**src/design/lz_pkg.sv**
```systemverilog
// ----------------------------------------------------------------------------
// lz_pkg : shared types and constants for the LZ77 token decoder
// Transaction structs, front-to-back command format, state encodings.
// ----------------------------------------------------------------------------
package lz_pkg;

  localparam int WIN_BYTES  = 4096;
  localparam int WIN_AW     = 12;
  localparam int CNT_W      = 13;   // decoded count, saturates at WIN_BYTES
  localparam int LEN_W      = 4;
  localparam int MAX_MATCH  = 15;
  localparam int CMDQ_DEPTH = 4;
  localparam int CMDQ_AW    = 2;
  localparam int OUTQ_DEPTH = 2;
  localparam int OUTQ_AW    = 1;

  typedef struct packed {
    logic [7:0] in_byte;
    logic       stream_end;
  } in_t;

  typedef struct packed {
    logic [7:0] out_byte;
    logic       byte_valid;
    logic       run_last;
    logic       error_flag;
    logic       done_res;
  } out_t;

  typedef enum logic [1:0] {
    PH_FIRST,
    PH_LIT_NEXT,
    PH_OFF_LO,
    PH_MATCH_NEXT
  } phase_t;

  typedef enum logic [1:0] {
    CMD_BYTE,   // emit and record one literal byte
    CMD_COPY,   // copy length bytes from offset back
    CMD_MARK    // one result without a byte
  } cmd_kind_t;

  typedef struct packed {
    cmd_kind_t         kind;
    logic [7:0]        data;
    logic [WIN_AW-1:0] offset;
    logic [LEN_W-1:0]  length;
    logic              err;
    logic              done;   // end of stream: rewind write pointer after
  } cmd_t;

  typedef enum logic [1:0] {
    BK_IDLE,
    BK_READ,
    BK_WRITE
  } bk_state_t;

endpackage

```
**src/design/lz_cmdq.sv**
```systemverilog
// ----------------------------------------------------------------------------
// lz_cmdq : command queue between parser and executor
// Small register FIFO; head is presented combinationally.
// ----------------------------------------------------------------------------
module lz_cmdq (
  input  logic         clk,
  input  logic         rst_n,
  input  logic         push,
  input  lz_pkg::cmd_t wr_cmd,
  output logic         q_full,
  input  logic         pop,
  output logic         q_valid,
  output lz_pkg::cmd_t rd_cmd
);
  import lz_pkg::*;

  cmd_t               ent_r [CMDQ_DEPTH];
  logic [CMDQ_AW-1:0] wr_ptr_r, rd_ptr_r;
  logic [CMDQ_AW:0]   cnt_r, cnt_nxt;
  logic               do_push, do_pop;

  assign q_full  = (cnt_r == (CMDQ_AW+1)'(CMDQ_DEPTH));
  assign q_valid = (cnt_r != '0);
  assign rd_cmd  = ent_r[rd_ptr_r];
  assign do_push = push && !q_full;
  assign do_pop  = pop && q_valid;

  always_comb begin
    cnt_nxt = cnt_r;
    if (do_push && !do_pop) begin
      cnt_nxt = cnt_r + 1'b1;
    end else if (do_pop && !do_push) begin
      cnt_nxt = cnt_r - 1'b1;
    end
  end

  always_ff @(posedge clk) begin
    if (do_push) begin
      ent_r[wr_ptr_r] <= wr_cmd;
    end
  end

  always_ff @(posedge clk) begin
    if (!rst_n) begin
      wr_ptr_r <= '0;
      rd_ptr_r <= '0;
      cnt_r    <= '0;
    end else begin
      cnt_r <= cnt_nxt;
      if (do_push) begin
        wr_ptr_r <= wr_ptr_r + 1'b1;
      end
      if (do_pop) begin
        rd_ptr_r <= rd_ptr_r + 1'b1;
      end
    end
  end

endmodule

```
**config.mk**
```make
export PLATFORM = sky130hd
export DESIGN_NAME = lz_cmdq
export DESIGN_NICKNAME = d
export VERILOG_FILES = /design/src/design/lz_pkg.sv /design/src/design/lz_cmdq.sv
export SDC_FILE = /design/constraint.sdc
export NUM_CORES = 1
export LEC_CHECK = 0
export ABC_AREA = 1
export ABC_CLOCK_PERIOD_IN_PS = 2200
export BUFFER_PORTS_ARGS = -buffer_cell sky130_fd_sc_hd__buf_4
export CORE_ASPECT_RATIO = 2
export CORE_MARGIN = 1
export CORE_UTILIZATION = 34
export CTS_CLUSTER_SIZE = 12
export DETAILED_ROUTE_END_ITERATION = 12
export GPL_ROUTABILITY_DRIVEN = 1
export GPL_TIMING_DRIVEN = 0
export PLACE_DENSITY = 0.54
export SLEW_MARGIN = 20
export SYNTH_ARGS = -nofsm -noshare
export SYNTH_HDL_FRONTEND = slang
export SYNTH_SLANG_ARGS = --single-unit
```
**constraint.sdc**
```tcl
create_clock -name clk -period 2.2 [get_ports clk]
set_clock_uncertainty 0.15 [all_clocks]
set_input_delay 0.44 -clock clk [delete_from_list [all_inputs] [get_ports clk]]
set_output_delay 0.44 -clock clk [all_outputs]
set_load 0.01 [all_outputs]
```
---- Word level (Yosys, flattened, before mapping) ----
Memories as Yosys holds them, arrays and structs flattened. A register that Yosys moved wholly into a read port is not among the register bits.
Cells that the tools add are included.
cells by class
  add/sub/neg operators ................... 4
  reductions and logical operators ........ 9
  multiplexer cells ....................... 6
  eq/ne operators ......................... 1
operators by type and width
  operator             number
  $mux 3               2
  $add 2x1->2 const B  2
  $logic_and 1x1->1    4
  $mux 2               2
  $add 3x1->3 const B  1
  $eq 3x3->1 const B   1
  $logic_not 1->1      3
  $reduce_bool 3->1    1
  $sub 3x1->3 const B  1
  $mux 1               2
  $reduce_bool 2->1    1
word-level totals
  bits of input ports ..................... 32
  RAM bits ................................ 112
  memories ................................ 1
  flip-flop bits (word level) ............. 7
  output and inout bits ................... 30
  word-level logic and storage cells ...... 24
memory list
  name   depth  width  read ports  clocked after memory_dff  wr ports  RTL line       source
  ent_r  4      28     1           1                         1         lz_cmdq.sv:17  cmd_t ent_r [CMDQ_DEPTH];

---- Logic depth before layout (Yosys ltp) ----
  depth in word-level cells ............... 7
  depth in mapped cells ................... 13
  mapped depth without buffers ............ 13

---- Worst setup path after synthesis ----
Ideal clock, no wire load.
  path type ............................... reg2reg
  start ................................... register cnt_r[0]
  end ..................................... memory ent_r[1][0] (netlist bit) (enable)
  library setup time ...................... 413 ps
  stages on the path, launching flop included .. 5
  path slack .............................. -212 ps
  clock period less this slack ............ 2412 ps
  arrival ................................. 1849 ps
  buffers on the path ..................... 0
  cell sequence ........................... dfxtp_1 > nor2_1 > nand2_1 > nand2_1 > nor2_1
on the way
  word-level cells in the longest chain between the ends .. 5
RTL lines
  what                          RTL line       source
  start: declaration            lz_cmdq.sv:19  logic [CMDQ_AW:0] cnt_r, cnt_nxt;
  start signal: assignment      lz_cmdq.sv:49  cnt_r <= cnt_nxt;
  $eq 3x3->1                    lz_cmdq.sv:22  assign q_full = (cnt_r == (CMDQ_AW+1)'(CMDQ_DEPTH));
  $logic_not 1->1               lz_cmdq.sv:25  assign do_push = push && !q_full;
  $logic_and 1x1->1             lz_cmdq.sv:25
  $mux 1                        lz_cmdq.sv:38  if (do_push) begin
  $mux 1 (not written as such)  lz_cmdq.sv:39  ent_r[wr_ptr_r] <= wr_cmd;
  end: declaration              lz_cmdq.sv:17
Every way passes these cells.

==> results.sh <==
export IMPL_status="finished clean"
export IMPL_synth_area_um2=4640
export IMPL_maxSlewHeadroom_pct=59.9
export IMPL_syn_to_final_growth_pct=37.2
export IMPL_dr_first_iter_drc_count=166
export IMPL_drc=0
export IMPL_antenna_cells=0
export IMPL_port_buffers=61
export IMPL_final_layout_size_suffix_gt1_share_pct=33.3
export IMPL_worst_setup_path_type="flop to output port"
export IMPL_root_buffer="clkbuf_16"
export IMPL_whs_ps=84.5
export IMPL_min_period_ps=2170
export IMPL_htreeDepth=4
export IMPL_clk_path_buf_depth=2
export IMPL_setup_violations=0
export IMPL_path_clk_slew_ps=50
export IMPL_area_sequential_um2=3550
export IMPL_grt_max_degree=19
export IMPL_fp_row_count=60
export IMPL_worstSetupStartpointType="flop"
export IMPL_min_path_type="input port to flop"
export IMPL_p_comb_share_pct=28.4
export IMPL_insertion_delay_ps=400
export IMPL_utilization_pct=47.6
export IMPL_grt_pass1_wl_um=16300
export IMPL_grt_ovfl_total=0
export IMPL_synth_compound_area_share_pct=10.3
export IMPL_rsz0062_at_grt="true"
export IMPL_layout_common_cells="edfxtp_1 (112), buf_4 (71), nor2_1 (62), o21ai_0 (29), o22ai_1 (21)"
export IMPL_slew_viol_final=0
export IMPL_gp_congestion=0.774
export IMPL_wl_per_cell_um=17.2
export IMPL_first_global_vias=3078
export IMPL_synth_mux_area_share_pct=0
export IMPL_min_period_over_period_pct=98.5
export IMPL_finalWirelength_um=10400
export IMPL_hold_viol_final=0
export IMPL_synth_cell_types=20
export IMPL_ys_warn_count=0
export IMPL_ys_ff_latch=121
export IMPL_syn_nets=378
export IMPL_p_per_area_nw_per_um2=1250
export IMPL_critPathMaxFanout=5
export IMPL_cts_buffers=17
export IMPL_place_ws_ps=-153
export IMPL_leakagePower_nw=2.36
export IMPL_cts_sinks=121
export IMPL_firstDrtPassIters=6
export IMPL_timing_final_ws_setup_ps=32.0
export IMPL_syn_area_per_cell_um2=13.6
export IMPL_required_ps=1610
export IMPL_synth_top_family_by_area="compound AO/OA/AOI/OAI gates"
export IMPL_multi_input_area_um2=1040
export IMPL_clock_fmax_mhz=461
export IMPL_internal_power_mw=5.74
export IMPL_n_fill_cell=1197
export IMPL_fp_dieW_um=84.6
export IMPL_via_count=2946
export IMPL_maxCapViolations=0
export IMPL_swShare_pct=28.1
export IMPL_switching_power_mw=2.24
export IMPL_hpwl_um=6720
export IMPL_layout_commonest_cell="edfxtp_1"
export IMPL_io_pins=62
export IMPL_ant_nets=0
export IMPL_endpoint_kind="output port"
export IMPL_start_util_pct=34.7
export IMPL_synth_simple_area_share_pct=7.47
export IMPL_pwr_share_seq_pct=36.3
export IMPL_fp_coreArea_um2=13400
export IMPL_synthCells=340
export IMPL_synth_seq_area_share_pct=76.4
export IMPL_die_h_um=167
export IMPL_ir_worst_vdd_mv=0.810
export IMPL_antenna_found_initial=0
export IMPL_arrival_ps=1580
export IMPL_cts_tree="built"
export IMPL_track_usage_pct=15.8
export IMPL_die_area_um2=14100
export IMPL_routed_via_density=4.89
export IMPL_synth_xor_area_share_pct=0.189
export IMPL_nets=472
export IMPL_clockPowerShare_pct=35.3
export IMPL_worst_slew_pin_transition_ps=601
export IMPL_synth_adder_area_share_pct=1.78
-- flip-flops by register name (all words and copies together) (netlist names), named ones only --
signal / count
ent_r: 112
wr_ptr_r: 2
cnt_r: 3
rd_ptr_r: 2
-- synthesized netlist by cell type --
| library cell | number | area (µm²) |
|---|---|---|
| buf_6 | 6 | 67.6 |
| inv_1 | 15 | 56.3 |
| edfxtp_1 | 112 | 3360 |
| inv_2 | 1 | 3.75 |
| o21ai_1 | 15 | 75.1 |
| buf_4 | 1 | 7.51 |
| fa_1 | 1 | 20.0 |
| clkbuf_1 | 7 | 26.3 |
| dfxtp_1 | 9 | 180 |
| xor2_1 | 1 | 8.76 |
| nand3_1 | 4 | 20.0 |
| nand2_1 | 15 | 56.3 |
| a21oi_1 | 3 | 15.0 |
| ha_1 | 5 | 62.6 |
| nor2_1 | 70 | 263 |
| o22ai_1 | 28 | 175 |
| nand3b_1 | 1 | 7.51 |
| buf_2 | 3 | 15.0 |
| o21ai_0 | 42 | 210 |
| clkinv_1 | 1 | 3.75 |
-- worst paths after layout --
check,from,to,slack [ps],cells after the start
worst max register to register,cnt_r[0]$_SDFFE_PN0P_,cnt_r[2]$_SDFFE_PN0P_,190,13
worst min register to register,rd_ptr_r[0]$_SDFFE_PN0P_,flop,360,2
worst min-delay path,wr_cmd[16],ent_r[0][16]$_DFFE_PP_,80,1
worst max-delay path,flop,rd_cmd[9],30,7
-- worst max-delay path, stage by stage, from the launching register on --
cell and delay [ps]:
dfxtp_2 340, buf_6 110, inv_4 40, clkbuf_16 150, clkbuf_16 160, o21ai_4 130
o22ai_2 90, buf_4 150
-- layout make-up --
type	instances	share of cell area (%)
Buffer	16	2.99
Clock buffer	19	6.81
Clock inverter	13	2.79
Inverter	17	1.08
Multi-Input combinational cell	185	16.4
Sequential cell	121	55.8
Tap cell	155	3.05
Timing Repair Buffer	76	11.1
-- metrics by stage --
| stage | total power [mW] | instances | cell area, µm² | setup TNS, ps |
|---|---|---|---|---|
| after global placement | 4.77 | 556 | 5290 | -144200 |
| after global routing | 8.36 | 602 | 6360 | -359 |
| after floorplan | 3.94 | 340 | 4640 | -23760 |
| after CTS | 7.90 | 596 | 6210 | -60.7 |
| after detailed placement | 4.88 | 560 | 5430 | -239 |
| final | 7.98 | 602 | 6360 | 0 |
-- power groups by stage --
stage          Clock, mW  Combinational (mW)  Sequential (mW)
3_3_place_gp           0                1.83             2.94
4_1_cts             2.86                2.15             2.89
6_report            2.82                2.26             2.90
5_1_grt             2.96                2.47             2.92
3_5_place_dp           0                1.95             2.93
2_1_floorplan          0                1.02             2.92
-- logic make-up (layout without fill, tap and decap cells) --
kind of cell | Yosys count | after routing
AOI/OAI and AO/OA | 88 | 88
DFF | 121 | 121
and+or+nand+nor | 90 | 90
adders and majority gates | 6 | 6
buffers and inverters | 34 | 141
xor gates and xnor gates | 1 | 1
-- repair_timing --
item | 4_1_cts | 5_1_grt
cloned | 1 | 2
endpoints found under the setup margin | 30 | 26
setup buffers | 4 | 4
pin swaps | 6 | 9
hold buffers | 0 | 0
resized for setup | 38 | 30
-- metal layers --
layer	wire, µm	part of all wire, %	track usage [%]	vias up
met1	3800	37	15.8	1444
met2	6020	58	29.6	63
met3	417	4.0	4.83	6
met4	144	1.4	6.85	0
li1	-	-	-	1433
met5	0	0	0	-
(Power assumes the default switching activity.)
