<file path="config.mk">
export PLATFORM = sky130hd
export DESIGN_NAME = lz_front
export DESIGN_NICKNAME = d
export VERILOG_FILES = /design/src/design/lz_pkg.sv /design/src/design/lz_front.sv
export SDC_FILE = /design/constraint.sdc
export NUM_CORES = 1
export LEC_CHECK = 0
export CAP_MARGIN = 10
export CORE_MARGIN = 3
export CORE_UTILIZATION = 40
export DETAILED_ROUTE_END_ITERATION = 7
export DONT_BUFFER_PORTS = 1
export PLACE_DENSITY_LB_ADDON = 0.1
export SYNTH_ARGS = -nofsm -noshare
export SYNTH_HDL_FRONTEND = slang
export SYNTH_SLANG_ARGS = --single-unit
</file>
<file path="constraint.sdc">
create_clock -name clk -period 5.95 [get_ports clk]
set_clock_uncertainty 0.15 [all_clocks]
set_input_delay 0.595 -clock clk [delete_from_list [all_inputs] [get_ports clk]]
set_output_delay 0.595 -clock clk [all_outputs]
set_load 0.05 [all_outputs]
</file>
<file path="src/design/lz_pkg.sv">
// ----------------------------------------------------------------------------
// lz_pkg : shared types and constants for the LZ77 token decoder
// Transaction structs, front-to-back command format, state encodings.
// ----------------------------------------------------------------------------
package lz_pkg;

  localparam int WIN_BYTES  = 4096;
  localparam int WIN_AW     = 12;
  localparam int CNT_W      = 13;   // decoded count, saturates at WIN_BYTES
  localparam int LEN_W      = 4;
  localparam int MAX_MATCH  = 15;
  localparam int CMDQ_DEPTH = 4;
  localparam int CMDQ_AW    = 2;
  localparam int OUTQ_DEPTH = 2;
  localparam int OUTQ_AW    = 1;

  typedef struct packed {
    logic [7:0] in_byte;
    logic       stream_end;
  } in_t;

  typedef struct packed {
    logic [7:0] out_byte;
    logic       byte_valid;
    logic       run_last;
    logic       error_flag;
    logic       done_res;
  } out_t;

  typedef enum logic [1:0] {
    PH_FIRST,
    PH_LIT_NEXT,
    PH_OFF_LO,
    PH_MATCH_NEXT
  } phase_t;

  typedef enum logic [1:0] {
    CMD_BYTE,   // emit and record one literal byte
    CMD_COPY,   // copy length bytes from offset back
    CMD_MARK    // one result without a byte
  } cmd_kind_t;

  typedef struct packed {
    cmd_kind_t         kind;
    logic [7:0]        data;
    logic [WIN_AW-1:0] offset;
    logic [LEN_W-1:0]  length;
    logic              err;
    logic              done;   // end of stream: rewind write pointer after
  } cmd_t;

  typedef enum logic [1:0] {
    BK_IDLE,
    BK_READ,
    BK_WRITE
  } bk_state_t;

endpackage

</file>
<file path="src/design/lz_front.sv">
// ----------------------------------------------------------------------------
// lz_front : token parser
// Accepts stream bytes, tracks token phase and errors, issues commands.
// ----------------------------------------------------------------------------
module lz_front (
  input  logic         clk,
  input  logic         rst_n,
  input  logic         acc,
  input  lz_pkg::in_t  in_data,
  output logic         cmd_push,
  output lz_pkg::cmd_t cmd
);
  import lz_pkg::*;

  phase_t            phase_r, phase_nxt;
  logic [LEN_W-1:0]  len_r, len_nxt;
  logic [3:0]        off_hi_r, off_hi_nxt;
  logic [7:0]        pend_r, pend_nxt;
  logic              pend_v_r, pend_v_nxt;
  logic              err_r, err_nxt;
  logic [CNT_W-1:0]  cnt_r, cnt_nxt;

  logic [WIN_AW-1:0] off;
  logic [CNT_W-1:0]  cnt_sum;
  logic [CNT_W-1:0]  cnt_inc;
  logic              bad_off;

  assign off     = {off_hi_r, in_data.in_byte};
  assign cnt_sum = cnt_r + CNT_W'(len_r);
  assign cnt_inc = cnt_r + CNT_W'(1);
  assign bad_off = (off == '0) || (CNT_W'(off) > cnt_r) || (32'(len_r) > MAX_MATCH);

  // next phase
  always_comb begin
    phase_nxt = phase_r;
    if (acc) begin
      if (in_data.stream_end) begin
        phase_nxt = PH_FIRST;
      end else if (!err_r) begin
        case (phase_r)
          PH_FIRST: begin
            phase_nxt = (in_data.in_byte[7:4] == '0) ? PH_LIT_NEXT : PH_OFF_LO;
          end
          PH_LIT_NEXT, PH_MATCH_NEXT: begin
            phase_nxt = PH_FIRST;
          end
          PH_OFF_LO: begin
            if (!bad_off) begin
              phase_nxt = PH_MATCH_NEXT;
            end
          end
          default: begin
            phase_nxt = PH_FIRST;
          end
        endcase
      end
    end
  end

  // token fields, counters and commands
  always_comb begin
    len_nxt    = len_r;
    off_hi_nxt = off_hi_r;
    pend_nxt   = pend_r;
    pend_v_nxt = pend_v_r;
    err_nxt    = err_r;
    cnt_nxt    = cnt_r;
    cmd_push   = 1'b0;
    cmd        = '0;
    cmd.kind   = CMD_MARK;

    if (acc) begin
      if (in_data.stream_end) begin
        cmd_push = 1'b1;
        cmd.done = 1'b1;
        cmd.err  = err_r;
        if (!err_r) begin
          if (phase_r != PH_FIRST) begin
            cmd.err = 1'b1;   // truncated token
          end else if (in_data.in_byte == 8'h00 && pend_v_r) begin
            cmd.kind = CMD_BYTE;
            cmd.data = pend_r;
          end
        end
        // new stream starts from scratch
        len_nxt    = '0;
        off_hi_nxt = '0;
        pend_nxt   = '0;
        pend_v_nxt = 1'b0;
        err_nxt    = 1'b0;
        cnt_nxt    = '0;
      end else if (!err_r) begin
        case (phase_r)
          PH_FIRST: begin
            if (pend_v_r) begin
              cmd_push   = 1'b1;
              cmd.kind   = CMD_BYTE;
              cmd.data   = pend_r;
              pend_v_nxt = 1'b0;
              if (cnt_r < CNT_W'(WIN_BYTES)) begin
                cnt_nxt = cnt_inc;
              end
            end
            len_nxt    = in_data.in_byte[7:4];
            off_hi_nxt = in_data.in_byte[3:0];
          end
          PH_LIT_NEXT, PH_MATCH_NEXT: begin
            pend_nxt   = in_data.in_byte;
            pend_v_nxt = 1'b1;
          end
          PH_OFF_LO: begin
            cmd_push = 1'b1;
            if (bad_off) begin
              cmd.kind   = CMD_MARK;
              cmd.err    = 1'b1;
              err_nxt    = 1'b1;
              pend_v_nxt = 1'b0;
            end else begin
              cmd.kind   = CMD_COPY;
              cmd.offset = off;
              cmd.length = len_r;
              cnt_nxt    = (cnt_sum > CNT_W'(WIN_BYTES)) ? CNT_W'(WIN_BYTES) : cnt_sum;
            end
          end
          default: begin
            cmd_push = 1'b0;
          end
        endcase
      end
    end
  end

  always_ff @(posedge clk) begin
    if (!rst_n) begin
      phase_r  <= PH_FIRST;
      len_r    <= '0;
      off_hi_r <= '0;
      pend_r   <= '0;
      pend_v_r <= 1'b0;
      err_r    <= 1'b0;
      cnt_r    <= '0;
    end else begin
      phase_r  <= phase_nxt;
      len_r    <= len_nxt;
      off_hi_r <= off_hi_nxt;
      pend_r   <= pend_nxt;
      pend_v_r <= pend_v_nxt;
      err_r    <= err_nxt;
      cnt_r    <= cnt_nxt;
    end
  end

endmodule

</file>
======== Word level (Yosys, flattened, before mapping) ========
Cells that the tools add are included.
W data, S select, Z words.
cells by class
  reductions and logical operators ........ 16
  multiplexer cells ....................... 51
  order comparisons ....................... 3
  add/sub/neg operators ................... 2
  equality and inequality tests ........... 8
operators with widths
  kind                     count
  $mux W13                 6
  $mux W10                 5
  $mux W16                 2
  $mux W8                  4
  $mux W28                 1
  $mux W27                 1
  $pmux W13 S2             1
  $mux W4                  6
  $mux W17                 1
  $mux W1                  15
  $add A13 B1 Y13 const B  1
  $add A13 B4 Y13          1
  $gt A12 B13 Y1           1
  $gt A13 B13 Y1 const B   1
  $lt A13 B13 Y1 const B   1
  $logic_not A12 Y1        1
  $ne A3 B3 Y1 const B     4
  $reduce_and A3 Y1        4
  $mux W2                  5
  $logic_not A8 Y1         1
  $pmux W2 S3              1
  $reduce_and A6 Y1        1
  $reduce_bool A2 Y1       3
  $eq A2 B2 Y1 const B     2
  other kinds (11)         11
storage, ports and cells
  word-level logic and storage cells ...... 87
  output and inout bits ................... 29
  flip-flop bits (word level) ............. 33
  input bits .............................. 12

======== Longest topological paths before layout ========
Gate-level depths: netlist (run 1).
  depth after elaboration ................. 7
  depth in mapped cells ................... 12
  depth with buffers taken out ............ 11

======== Worst setup path before layout (run 1) ========
OpenSTA, ideal clock, no wires.
  kind .................................... input-to-output
  from .................................... in in_data[5] (netlist name)
  to ...................................... out cmd[3] (netlist name)
  required time ........................... 5.205 ns
  buffers on the path ..................... 0
  cell stages on the path ................. 8
  arrival time ............................ 3.598 ns
  setup slack ............................. 1.607 ns
  path through ............................ ha_1 -> a211o_1 -> o211ai_2 -> a21oi_1 -> or4_1 -> a21oi_2 -> nand2_2 -> nor4_1
RTL lines
  element             RTL line        text
  start: declaration  lz_front.sv:9   input lz_pkg::in_t in_data,
  end: declaration    lz_front.sv:11  output lz_pkg::cmd_t cmd

==> flow_metrics.py, run 1 <==
metrics = {
    "floorplanning": {
        "core_sq_um": 6386,
        "die_w_um": 87.63,
        "ios": 41,
        "initial_core_util_pct": 41.73,
        "rows": 29,
        "dieArea_sq_um": 7678,
        "dieHeight_um": 87.63,
    },
    "synth": {
        "synth_common_cells": "33 x dfxtp_1, 26 x and2_1, 24 x nand2_1",
        "ys.flop_type": "dfxtp_1",
        "syn_area_sq_um": 2665,
        "synth_top_cell_area_share_pct": 24.79,
        "yosysSeqAreaShare_pct": 24.79,
        "synthCells": 340,
        "synth_edf_count": 0,
        "syn_nets": 370,
        "ys_warn_count": 0,
        "synth.area.top_cells": "dfxtp_1 25%, ha_1 8.0%, and2_1 6.1%",
        "synth.avg_cell_area_sq_um": 7.838,
        "synth-seq-cells": 33,
        "yosys.cell_types.count": 67,
        "yosysTopAreaCell": "dfxtp_1",
        "async_reset_ff_share_pct": 0,
        "yosysMostFrequentCell": "dfxtp_1",
    },
    "sta": {
        "setup_slack_ns": 1.373,
        "finalCriticalPeriod_ns": 4.577,
        "slew_headroom_pct": 33.05,
        "finalSetupViolCount": 0,
        "rsz0062_at_grt": "no",
        "worstMarginPinSlew_ns": 1.002,
        "max_freq_ghz": 0.2185,
        "finalSetupTns_ns": 0,
        "fin_crit_sh_pct": 76.92,
        "slew_violations": 0,
        "finalHoldViolCount": 0,
    },
    "clock_tree": {
        "clk_latency_ns": 0.29,
        "cts_tree": "done",
        "clock-sinks": 33,
        "clockBufferDepth": 2,
        "cts_inserted_buffers": 5,
        "h-tree-depth": 2,
        "ctsHoldBuffers": 0,
        "clkSlewWorstSetupHoldPaths_ns": 0.08,
        "cts-root-buf": "clkbuf_8",
        "post_cts_buffers": 0,
        "postCtsResizedCells": 0,
    },
    "global_routing": {
        "grt_pass1_vias": 2401,
        "grt_max_degree": 22,
        "antenna_found_initial": 0,
        "grt_pass1_wl_um": 12400,
        "overflow": 0,
        "grt_usage_pct": 20.45,
    },
    "route": {
        "wl_per_cell_um": 17.96,
        "wl_met2_um": 3231,
        "dr.pass1.iters": 5,
        "top_layer": "met4",
        "drtIter0Drc": 115,
        "postRouteAntennaNets": 0,
        "num_vias": 2486,
        "totalWireLength_um": 7381,
        "drcViolationCount": 0,
        "dr_wl_met3_um": 402,
        "wl_met1_um": 3647,
        "viasPerCell": 6.049,
    },
    "place": {
        "dpl.hpwl_um": 5555,
        "pre_cts_slack_ns": 1.708,
        "io_buffers": 0,
        "gp_congestion": 0.9063,
    },
    "layout": {
        "fillers": 641,
        "syn_to_final_growth_pct": 6.995,
        "antenna_cells": 0,
        "drive_gt1_share_pct": 11.68,
        "fin_nets": 363,
    },
    "worst_setup_path": {
        "crit_fanout": 15,
        "crit_required_ns": 5.20,
        "r2r_cells": 10,
        "path_class": "register to primary output",
        "arrival_ns": 3.83,
        "worst_setup_path_end_kind": "primary output",
        "start_kind": "register",
    },
    "run_status": {
        "status": "finished, final reports clean",
    },
    "flow_run": {
        "drv_cap": 0,
    },
    "pwr": {
        "p_leak_nw": 0.9763,
        "peakVddDrop_mv": 0.1433,
        "power_density_nw_per_um2": 204.9,
    },
    "worst_hold_path": {
        "whs_path_depth": 1,
        "worstHoldPathType": "input port to register",
    },
}
## worst max-delay path: stages, from the launching register on
cell     delay, ns
dfxtp_1       0.44
inv_1         0.14
ha_1          0.31
a21o_1        0.16
a21oi_1       0.20
nor2_1        0.08
or4_1         0.53
a21oi_2       0.24
nand2_2       0.15
nor3_4        0.74
and2_1        0.56
## per-layer routing
layer / global-route usage (%) / vias to the layer above
met2: 30.62 / 80
met1: 29.48 / 1164
met4: 6.834 / 0
li1: - / 1233
met5: 0 / -
met3: 3.575 / 9
## power breakdown
part / total, mW / leakage, nW / internal [mW] / switching [mW]
Combinational: 0.0899 / 0.641 / 0.0307 / 0.0592
Clock: 0.261 / 0.0681 / 0.167 / 0.0943
Sequential: 0.234 / 0.267 / 0.226 / 0.00765
Total: 0.584 / 0.976 / 0.423 / 0.161
## path summary, 6_finish.rpt
check             from         to  slack (ns)
min reg2reg   cnt_r[5]   cnt_r[5]        0.37
min              rst_n  pend_r[6]        0.28
max reg2reg   cnt_r[0]   cnt_r[0]        2.57
max          cnt_r[10]    cmd[11]        1.37
## metrics by stage
stage / cells / utilization (%) / total power [mW] / instance area, sq um / hold slack, ns
after floorplan: 340 / - / 0.3124 / 2665 / 0.3176
after global placement: 403 / 42.55 / 0.3286 / 2718 / 0.3519
after detailed placement: 403 / 42.55 / 0.3279 / 2718 / 0.3593
after CTS: 411 / 44.65 / 0.5894 / 2851 / 0.2697
after global routing: 411 / 44.65 / 0.6106 / 2851 / 0.2775
final: 411 / 44.65 / 0.5843 / 2851 / 0.2804
## placed cells by master (no fill, tap or decap), types with 6 or more instances in the layout
master / count
o21ai_1: 7
nand2_1: 24
a22oi_1: 17
nor2b_1: 22
dfxtp_1: 33
nor2_1: 15
o21ai_0: 19
nand3_1: 15
a21oi_1: 18
a31oi_1: 6
and2_1: 26
inv_1: 17
ha_1: 17
and3_1: 6
## flip-flops by register name (all words and copies together) (netlist names)
register	cells
cnt_r	13
err_r	1
len_r	4
off_hi_r	4
pend_r	8
pend_v_r	1
phase_r	2
## cells by family after synthesis
| logic type | share of synthesized area (%) |
|---|---|
| compound gates | 27.79 |
| xor+xnor | 2.254 |
| fa+ha+maj | 8.732 |
| buf+inv | 5.774 |
| flops | 24.79 |
| simple gates | 30.66 |
## area by class of cell
| type | count | area, sq um | share of cell area, % |
|---|---|---|---|
| repair buffers | 3 | 22.52 | 0.7898 |
| inverters | 20 | 75.07 | 2.633 |
| flip-flops and latches | 33 | 660.6 | 23.17 |
| clock buffers | 5 | 68.82 | 2.413 |
| clock inverters | 3 | 65.06 | 2.282 |
| multi-input cells | 270 | 1863 | 65.34 |
| well taps | 77 | 96.34 | 3.379 |
(Power assumes the default switching activity.)
==> inputs of run 2 (changes only) <==
==> constraint.sdc (replaced) <==
create_clock -name clk -period 4.71 [get_ports clk]
set_clock_uncertainty 0.15 [all_clocks]
set_input_delay 0.471 -clock clk [delete_from_list [all_inputs] [get_ports clk]]
set_output_delay 0.471 -clock clk [all_outputs]
set_load 0.05 [all_outputs]
==> flow_metrics.py, run 2 (synthesis results as in run 1) <==
metrics = {
    "clock_tree": {
        "cts_inserted_buffers": 5,
        "cts-root-buf": "clkbuf_8",
        "h-tree-depth": 2,
        "clock-sinks": 33,
        "post_cts_buffers": 0,
        "clockBufferDepth": 2,
        "cts_tree": "done",
        "clkSlewWorstSetupHoldPaths_ns": 0.07,
        "postCtsResizedCells": 0,
        "clk_latency_ns": 0.29,
        "ctsHoldBuffers": 0,
    },
    "worst_setup_path": {
        "worst_setup_path_end_kind": "primary output",
        "r2r_cells": 10,
        "critPathBufInv": 1,
        "regToRegEndpoint": "cnt_r[0]",
        "crit_chain": "inv_2, ha_1, a211o_1, o211ai_2, a21oi_1, or4_1, a21oi_2, nand2_2, nor3_4, and2_1",
        "cpMaxStageDelayCell": "and2_1",
        "crit_fanout": 15,
        "path_class": "register to primary output",
        "rrSetupSlack_ns": 1.30,
        "arrival_ns": 3.46,
        "cpPeakStageDelay_ns": 0.52,
        "rr_startpoint": "cnt_r[0]",
        "cp_top_family": "simple AND/OR/NAND/NOR gates",
        "crit_required_ns": 4.09,
        "start_kind": "register",
    },
    "global_routing": {
        "grt_pass1_wl_um": 12810,
        "grt_max_degree": 22,
        "top_usage_layer": "met2",
        "antenna_found_initial": 0,
        "grt_usage_pct": 21.37,
        "use_met2_pct": 33.84,
        "grt_use_met3_pct": 3.763,
        "grt_pass1_vias": 2473,
        "grt_use_met1_pct": 29.81,
        "overflow": 0,
    },
    "worst_hold_path": {
        "whs_path_depth": 1,
        "min-delay-start": "rst_n",
        "hold_end": "pend_v_r",
        "worstHoldPathType": "input port to register",
    },
    "sta": {
        "finalCriticalPeriod_ns": 4.084,
        "max_freq_ghz": 0.2449,
        "whs_ns": 0.1507,
        "slew_headroom_pct": 47.67,
        "setup_slack_ns": 0.6260,
        "fin_crit_sh_pct": 86.71,
        "worstMarginPinSlew_ns": 0.7790,
        "rsz0062_at_grt": "no",
        "finalSetupTns_ns": 0,
        "finalHoldViolCount": 0,
        "slew_violations": 0,
        "finalSetupViolCount": 0,
    },
    "route": {
        "num_vias": 2469,
        "wl_per_cell_um": 18.48,
        "postRouteAntennaNets": 0,
        "drtIter0Drc": 169,
        "totalWireLength_um": 7634,
        "drcViolationCount": 0,
        "dr.pass1.iters": 4,
        "viasPerCell": 5.978,
    },
    "floorplanning": {
        "die_w_um": 87.63,
        "dieHeight_um": 87.63,
        "ios": 41,
        "core_sq_um": 6386,
        "initial_core_util_pct": 41.73,
        "dieArea_sq_um": 7678,
        "rows": 29,
    },
    "pwr": {
        "p_leak_nw": 0.9870,
        "power_density_nw_per_um2": 257.6,
        "peakVddDrop_mv": 0.1611,
    },
    "flow_run": {
        "drv_cap": 0,
    },
    "layout": {
        "design_area_sq_um": 2867,
        "final_common_cell": "dfxtp_1",
        "top_register": "cnt_r",
        "final_util_pct": 44.89,
        "mostFrequentLayoutCells": "33 x dfxtp_1, 26 x and2_1, 24 x nand2_1, 22 x nor2b_1, 19 x o21ai_0",
        "antenna_cells": 0,
        "syn_to_final_growth_pct": 7.559,
        "drive_gt1_share_pct": 12.20,
        "largest_reg_flops": 13,
        "fin_nets": 365,
        "top_regs": "cnt_r (13), pend_r (8)",
    },
    "run_status": {
        "status": "finished, final reports clean",
    },
    "place": {
        "pre_cts_slack_ns": 0.9464,
        "io_buffers": 0,
        "placed_area_sq_um": 2733,
        "dpl.hpwl_um": 5626,
        "gp_congestion": 0.8842,
    },
}
==> run 2: final cells by class <==
class	count	area [sq um]
clock buffers	5	68.82
multi-input cells	270	1863
inverters	20	75.07
well taps	77	96.34
flip-flops and latches	33	660.6
fillers	658	3520
repair buffers	5	37.54
clock inverters	3	65.06
==> run 2: worst max-delay path by stage <==
stage                     slack (ns)  endpoint  cells after the start  startpoint
after global routing            0.34    cmd[5]                     10    cnt_r[4]
after CTS                       0.61    cmd[5]                     10    cnt_r[4]
after floorplan                 0.58    cmd[3]                      9    cnt_r[4]
final                           0.63    cmd[5]                     10    cnt_r[4]
after global placement          1.07    cmd[5]                     10    cnt_r[4]
after detailed placement        0.95    cmd[5]                     10    cnt_r[4]
==> run 2: report_power, final <==
| part | internal [mW] | switching, mW | total (mW) |
|---|---|---|---|
| combinational | 0.0398 | 0.0751 | 0.115 |
| clock | 0.210 | 0.118 | 0.328 |
| sequential | 0.285 | 0.00967 | 0.295 |
==> run 2: worst register-to-register path: cells and delay by family, from the launching register on <==
family / cells / cell delay (ns)
compound gates: 3 / 0.73
flops: 1 / 0.47
xor+xnor: 1 / 0.42
fa+ha+maj: 2 / 0.67
buf+inv: 1 / 0.07
simple gates: 3 / 0.84
==> run 2: metrics by stage <==
step / power (mW) / cells
after floorplan: 0.3947 / 340
after global placement: 0.4161 / 405
after detailed placement: 0.4160 / 405
after CTS: 0.7456 / 413
after global routing: 0.7704 / 413
final: 0.7384 / 413
==> run 2: per-layer routing <==
metal  vias up  wire length (um)
met2        59              3338
met4         0               124
met5         -                 0
li1       1232                 -
met3        11               380
met1      1167              3790
